$ cat src/rtl/mactp_pkg.sv
// Package for the text Ethernet address parser.
// Beat types, parser phase encoding, character constants and hex decode.
// No dependencies.
package mactp_pkg;

  localparam int unsigned NumOctets = 6;
  localparam int unsigned AddrWidth = 8 * NumOctets;
  localparam logic [2:0]  LastComp  = 3'(NumOctets - 1);
  localparam logic [2:0]  AllStored = 3'(NumOctets);

  localparam logic [7:0] CharColon = 8'h3a;
  localparam logic [7:0] CharZero  = 8'h30;
  localparam logic [7:0] CharNine  = 8'h39;
  localparam logic [7:0] CharLowA  = 8'h61;
  localparam logic [7:0] CharLowF  = 8'h66;
  localparam logic [7:0] CharUpA   = 8'h41;
  localparam logic [7:0] CharUpF   = 8'h46;
  localparam logic [3:0] HexTen    = 4'd10;

  typedef enum logic [1:0] {
    PhIdle  = 2'd0,
    PhFirst = 2'd1,
    PhOne   = 2'd2,
    PhTwo   = 2'd3
  } phase_e;

  typedef struct packed {
    logic       start_req;
    logic [7:0] char_in;
  } in_beat_t;

  typedef struct packed {
    logic                 accepted;
    logic [AddrWidth-1:0] address;
    logic [2:0]           octets_stored;
  } out_beat_t;

  typedef struct packed {
    logic      emit;
    out_beat_t beat;
  } core_res_t;

  typedef struct packed {
    logic       ok;
    logic [3:0] val;
  } hex_t;

  function automatic hex_t hex_decode(logic [7:0] c);
    hex_t       h;
    logic [7:0] diff;
    h    = '{ok: 1'b0, val: 4'd0};
    diff = 8'd0;
    if (c inside {[CharZero:CharNine]}) begin
      diff = c - CharZero;
      h    = '{ok: 1'b1, val: diff[3:0]};
    end else if (c inside {[CharLowA:CharLowF]}) begin
      diff = c - CharLowA;
      h    = '{ok: 1'b1, val: diff[3:0] + HexTen};
    end else if (c inside {[CharUpA:CharUpF]}) begin
      diff = c - CharUpA;
      h    = '{ok: 1'b1, val: diff[3:0] + HexTen};
    end
    return h;
  endfunction

endpackage

$ cat src/rtl/mac_address_text_parser_unit.sv
// Top level of the text Ethernet address parser: input register, step, result register.
// Uses mactp_pkg and mactp_core.
//
//  channel  dir  handshake               payload
//  in       in   in_valid_i/in_stall_o   mactp_pkg::in_beat_t  in_beat_i
//  out      out  out_valid_o/out_stall_i mactp_pkg::out_beat_t out_beat_o
//
// One character beat per cycle sustained while the output is not stalled; the deciding
// beat passes through the input register and the step logic into the result register.
// Reset returns the parser to idle with a cleared address store.
// in_stall_o rises while the input register is full and a held result is
// stalled at the output.
module mac_address_text_parser_unit (
  input  logic                  clk_i,
  input  logic                  rst_ni,
  input  logic                  in_valid_i,
  output logic                  in_stall_o,
  input  mactp_pkg::in_beat_t   in_beat_i,
  output logic                  out_valid_o,
  input  logic                  out_stall_i,
  output mactp_pkg::out_beat_t  out_beat_o
);

  logic                  in_valid_q;
  mactp_pkg::in_beat_t   in_q;
  logic                  out_valid_q;
  mactp_pkg::out_beat_t  out_q;
  logic                  out_free;
  logic                  step;
  mactp_pkg::core_res_t  res;

  assign out_free   = !out_valid_q || !out_stall_i;
  assign step       = in_valid_q && out_free;
  assign in_stall_o = in_valid_q && !out_free;

  mactp_core u_core (
    .clk_i  (clk_i),
    .rst_ni (rst_ni),
    .step_i (step),
    .beat_i (in_q),
    .res_o  (res)
  );

  always_ff @(posedge clk_i or negedge rst_ni) begin
    if (!rst_ni) begin
      in_valid_q <= 1'b0;
    end else if (!in_stall_o) begin
      in_valid_q <= in_valid_i;
    end
  end

  always_ff @(posedge clk_i) begin
    if (in_valid_i && !in_stall_o) begin
      in_q <= in_beat_i;
    end
  end

  always_ff @(posedge clk_i or negedge rst_ni) begin
    if (!rst_ni) begin
      out_valid_q <= 1'b0;
    end else if (out_free) begin
      out_valid_q <= res.emit;
    end
  end

  always_ff @(posedge clk_i) begin
    if (res.emit) begin
      out_q <= res.beat;
    end
  end

  assign out_valid_o = out_valid_q;
  assign out_beat_o  = out_q;

  a_accept_full: assert property (@(posedge clk_i) disable iff (!rst_ni)
    out_valid_o && out_beat_o.accepted |-> out_beat_o.octets_stored == mactp_pkg::AllStored)
    else $error("accepted result without all octets stored");

  a_refuse_part: assert property (@(posedge clk_i) disable iff (!rst_ni)
    out_valid_o && !out_beat_o.accepted |-> out_beat_o.octets_stored <= mactp_pkg::LastComp)
    else $error("refused result counts too many octets");

  a_stall_full: assert property (@(posedge clk_i) disable iff (!rst_ni)
    in_stall_o |-> in_valid_q && out_valid_q)
    else $error("input stalled with room to proceed");

  a_emit_lands: assert property (@(posedge clk_i) disable iff (!rst_ni)
    res.emit |=> out_valid_q)
    else $error("result lost on its way to the output register");

endmodule

$ cat src/rtl/mactp_core.sv
// Parser state and one-character step logic for the address parser.
// Uses mactp_pkg; stepped by the top level once per registered input beat.
module mactp_core (
  input  logic                 clk_i,
  input  logic                 rst_ni,
  input  logic                 step_i,
  input  mactp_pkg::in_beat_t  beat_i,
  output mactp_pkg::core_res_t res_o
);

  mactp_pkg::phase_e                  phase_q, phase_d;
  logic [2:0]                         comp_q, comp_d;
  logic [7:0]                         part_q, part_d;
  logic [mactp_pkg::AddrWidth-1:0]    addr_q, addr_d;

  mactp_pkg::phase_e                  phase_v;
  logic [2:0]                         comp_v;
  logic [7:0]                         part_v;
  logic [2:0]                         idx;
  logic [2:0]                         byte_sel;
  logic [mactp_pkg::AddrWidth-1:0]    addr_wr;
  mactp_pkg::hex_t                    hx;

  assign hx       = mactp_pkg::hex_decode(beat_i.char_in);
  assign phase_v  = beat_i.start_req ? mactp_pkg::PhFirst : phase_q;
  assign comp_v   = beat_i.start_req ? 3'd0 : comp_q;
  assign part_v   = beat_i.start_req ? 8'd0 : part_q;
  assign idx      = (comp_v > mactp_pkg::LastComp) ? mactp_pkg::LastComp : comp_v;
  assign byte_sel = mactp_pkg::LastComp - idx;

  always_comb begin
    addr_wr = addr_q;
    for (int k = 0; k < mactp_pkg::NumOctets; k++) begin
      if (byte_sel == 3'(k)) begin
        addr_wr[8*k +: 8] = part_v;
      end
    end
  end

  always_comb begin
    phase_d    = phase_v;
    comp_d     = comp_v;
    part_d     = part_v;
    addr_d     = addr_q;
    res_o.emit = 1'b0;
    res_o.beat.accepted      = 1'b0;
    res_o.beat.octets_stored = comp_v;
    case (phase_v)
      mactp_pkg::PhFirst: begin
        if (!hx.ok) begin
          res_o.emit = 1'b1;
          phase_d    = mactp_pkg::PhIdle;
        end else begin
          part_d  = {4'd0, hx.val};
          phase_d = mactp_pkg::PhOne;
        end
      end
      mactp_pkg::PhOne, mactp_pkg::PhTwo: begin
        if (hx.ok) begin
          if (phase_v == mactp_pkg::PhOne) begin
            part_d  = {part_v[3:0], hx.val};
            phase_d = mactp_pkg::PhTwo;
          end else begin
            res_o.emit = 1'b1;
            phase_d    = mactp_pkg::PhIdle;
          end
        end else if (idx < mactp_pkg::LastComp && beat_i.char_in != mactp_pkg::CharColon) begin
          res_o.emit               = 1'b1;
          res_o.beat.octets_stored = idx;
          phase_d                  = mactp_pkg::PhIdle;
        end else begin
          addr_d = addr_wr;
          if (idx >= mactp_pkg::LastComp) begin
            res_o.emit               = 1'b1;
            res_o.beat.accepted      = 1'b1;
            res_o.beat.octets_stored = mactp_pkg::AllStored;
            phase_d                  = mactp_pkg::PhIdle;
          end else begin
            comp_d  = idx + 3'd1;
            part_d  = 8'd0;
            phase_d = mactp_pkg::PhFirst;
          end
        end
      end
      default: begin
        phase_d = mactp_pkg::PhIdle;
      end
    endcase
    res_o.beat.address = addr_d;
    if (!step_i) begin
      res_o.emit = 1'b0;
    end
  end

  always_ff @(posedge clk_i or negedge rst_ni) begin
    if (!rst_ni) begin
      phase_q <= mactp_pkg::PhIdle;
      comp_q  <= 3'd0;
      part_q  <= 8'd0;
      addr_q  <= '0;
    end else if (step_i) begin
      phase_q <= phase_d;
      comp_q  <= comp_d;
      part_q  <= part_d;
      addr_q  <= addr_d;
    end
  end

endmodule

$ cat config.mk
export PLATFORM = sky130hd
export DESIGN_NAME = mac_address_text_parser_unit
export DESIGN_NICKNAME = d
export VERILOG_FILES = /design/src/rtl/mactp_pkg.sv /design/src/rtl/mac_address_text_parser_unit.sv /design/src/rtl/mactp_core.sv
export SDC_FILE = /design/constraint.sdc
export NUM_CORES = 1
export LEC_CHECK = 0
export BUFFER_PORTS_ARGS = -buffer_cell sky130_fd_sc_hd__buf_2
export CAP_MARGIN = 25
export CORE_MARGIN = 2
export CORE_UTILIZATION = 40
export DETAILED_ROUTE_END_ITERATION = 6
export SETUP_SLACK_MARGIN = 0.2
export SLEW_MARGIN = 25
export SYNTH_ARGS = -nofsm -noshare
export SYNTH_HDL_FRONTEND = slang
export SYNTH_HIERARCHICAL = 1
export SYNTH_SLANG_ARGS = --single-unit
$ cat constraint.sdc
create_clock -name clk_i -period 13.1 [get_ports clk_i]
set_input_delay 0.655 -clock clk_i [delete_from_list [all_inputs] [get_ports clk_i]]
set_output_delay 0.655 -clock clk_i [all_outputs]
set_load 0.1 [all_outputs]
==> metrics.txt <==
status complete, no violations; largest net degree at the start of global routing 64; CP Launch Type register; CTS buffer count 17; RSZ-0062 raised after global routing false; min Tclk post-route roughly 3.3 ns; initial antenna violation count 0; Routed WL ~12 mm; vias in the first global route 3472; P_sw around 300 uW; Gate Count Post-Synth between 400 and 500; CTS root buf clkbuf_16; cts hold-fix bufs 0; Synth Net Count between 400 and 500; HPWL after detailed placement roughly 8 mm; list of most frequent post-synthesis cells mux2_2 (73), dfrtp_1 (63), edfxtp_1 (61), mux2_4 (24), clkbuf_1 (16); row count 43; asr flop ratio synth 0.5081; total of max-cap violations 0; post-synth top area share 0.3188; Starting DRT DRC Count just under 400; YS warnings 6; Area Growth Syn to Fin 18.12%; sequential-to-total area share from yosys stat 0.5932; Vias about 3500; ant diodes 0; Pre-antenna DRT Iters 6; number of flops mapped to enable cells by yosys just over 60; Synth area leaders edfxtp_1 (32%), dfrtp_1 (27%), mux2_2 (14%), mux2_4 (6.3%), ha_1 (1.7%); placer congestion estimate 0.9360; Flop pwr share 0.424; layout cell share with drive strength beyond 1 0.4250; number of distinct library cells after synthesis 54; DRC viols 0; main flop type after synthesis dfrtp_1; Post-Layout Inst Area approximately 6800 um2; Hold Path Class in2async; Pleak ~0.0031 uW; VDD IR max 0.00008688 V; Initial Util 0.4123; Non-Filler Instances 660; nets 489; combinational share of power 0.142; setup TNS 0 ns; DP Worst Slack about 9.8 ns; die height 123.9 um; final core occ 0.4870; Max Root-Sink Buffers 2; port bufs 66; fmax roughly 300 MHz; Avg Cell Area, Syn 14.22 um2; # H-tree levels 4; grt ovf 0; post-CTS setup buffers 0; crit path capture type register; CTS tree yes; Final Max Tran Viols 0; Worst Skew 0.007453 ns; Syn Std Cell Area roughly 5700 um2; most numerous cell in the Yosys netlist mux2_2; Placed Area 6202 um2; crit path kind reg2reg; Crit path required time 13.17 ns; Power Dens Cells roughly 160 nW/um2; # clock sinks 124; Worst-Margin Slew between 0.8 and 0.9 ns; Slew headroom 0.3996; placed cell count roughly 630; post-cts resize count 0; Die X ~120 um; FF+latch count, synth 124; total global-route track usage 0.1677; fill cell count approximately 1200; Tcrit/Tclk final 0.2534; worst-skew pair later-pin latency ~0.41 ns; Crit Path Max Fanout 27; largest area contributor in the netlist edfxtp_1; core box area 13930 um2; Int Power between 700 and 800 uW; Fin. Hold Viols 0; # setup viols final 0; Clk pin slew, worst setup/hold paths 0.05 ns; global-route wire length before repair 18.69 mm; clock share of power 0.434; Ports between 60 and 70; die area approximately 15000 um2; Setup WS post-layout between 9 and 10 ns; Critical Path AT roughly 3.4 ns; Routed wire per std cell 18.09 um; Antenna Nets Post-Route 0; Sw Ratio 0.2858; vias per cell between 5 and 6
-- logic make-up (layout without fill, tap and decap cells) --
kind of cell / count (synthesis) / in the layout / synth area share
mux: 97 / 97 / 0.2058
compound gates: 48 / 48 / 0.05575
simple gates: 89 / 89 / 0.09342
flops: 124 / 124 / 0.5932
xor+xnor: 2 / 2 / 0.003049
fa+ha+maj: 8 / 8 / 0.01742
buf+inv: 36 / 112 / 0.03136
-- final timing paths --
path,startpoint,to,slack [ns],cells past startpoint
worst max-delay path,in_q[3],out_beat_o[2],9.78,6
worst min-delay path,rst_ni,u_core/addr_q[24],0.41,2
worst max register to register,in_q[3],out_beat_o[2],9.78,6
worst min register to register,u_core/addr_q[10],u_core/addr_q[10],0.50,1
max in group asynchronous,rst_ni,u_core/part_q[3],12.16,2
min in group clk_i,in_beat_i[7],in_q[7],0.42,1
-- sequential cells by signal, indices dropped and copies added, names as in the netlist --
| signal | count |
|---|---|
| out_valid_o | 1 |
| u_core/phase_q | 2 |
| u_core/comp_q | 3 |
| u_core/part_q | 8 |
| in_q | 9 |
| out_beat_o | 52 |
| u_core/addr_q | 48 |
| in_valid_q | 1 |
-- worst max-delay path, stage by stage, from the launching register on --
cell	delay [ns]
edfxtp_1	0.45
nor4b_1	0.44
nand3_1	0.26
nand2_1	0.38
nand3_1	0.19
a21oi_4	0.75
buf_4	0.47
-- through the flow --
step	hold slack, ns	power, uW
detailed placement	0.4895	609.7
global placement	0.4834	607.7
finish	0.4118	1064
CTS	0.3988	1074
global route	0.3941	1101
floorplan	0.3594	573.7
-- cell usage in the layout (no fill, tap or decap), types with 2 or more instances in the layout --
master	Yosys	routed
o211ai_1	2	2
mux2_2	73	73
a21o_1	2	2
o21bai_1	2	2
dfrtp_1	63	63
nor2_1	12	12
edfxtp_1	61	61
buf_2	0	66
a31oi_1	5	5
or2_2	2	2
inv_1	12	12
o31ai_1	4	4
bufinv_16	0	3
nor3_1	5	5
nor4_1	2	2
a21oi_1	10	9
clkinv_2	0	3
or3_1	3	3
buf_4	0	3
clkinv_1	0	2
nand3_1	14	14
and3_1	5	5
nand2_1	13	13
nand2b_1	6	6
ha_1	8	8
nor2b_1	9	8
a2111oi_0	2	2
mux2_4	24	24
clkbuf_16	0	17
nand4_1	3	3
nor3_4	2	2
clkbuf_8	0	2
nor3b_1	2	2
clkbuf_1	16	3
o21ai_0	9	9
a211oi_1	2	2
-- power by group through the flow --
stage	Clock (uW)	Combinational [uW]	Sequential, uW
after floorplan	0	41.1	533
after global placement	0	150	457
after detailed placement	0	151	459
after CTS	471	151	452
after global routing	489	159	454
final	462	151	451
-- area by class of cell --
cell class / instances / area (um2) / share of cell area
inverter: 12 / 45.04 / 0.006637
tap: 180 / 225.2 / 0.03319
multi-input combinational: 244 / 2171 / 0.3199
clock buffer: 22 / 464.2 / 0.06840
sequential: 124 / 3408 / 0.5022
timing repair buffer: 69 / 352.8 / 0.05199
clock inverter: 9 / 120.1 / 0.01770
-- metal layers --
metal	track usage	part of all wire	vias to the layer above
li1	-	-	1625
met1	0.2122	0.43	1732
met2	0.2655	0.48	152
met3	0.05586	0.068	20
met4	0.06818	0.021	0
met5	0	0	-
Note: power is estimated with default switching activity, not from simulation.
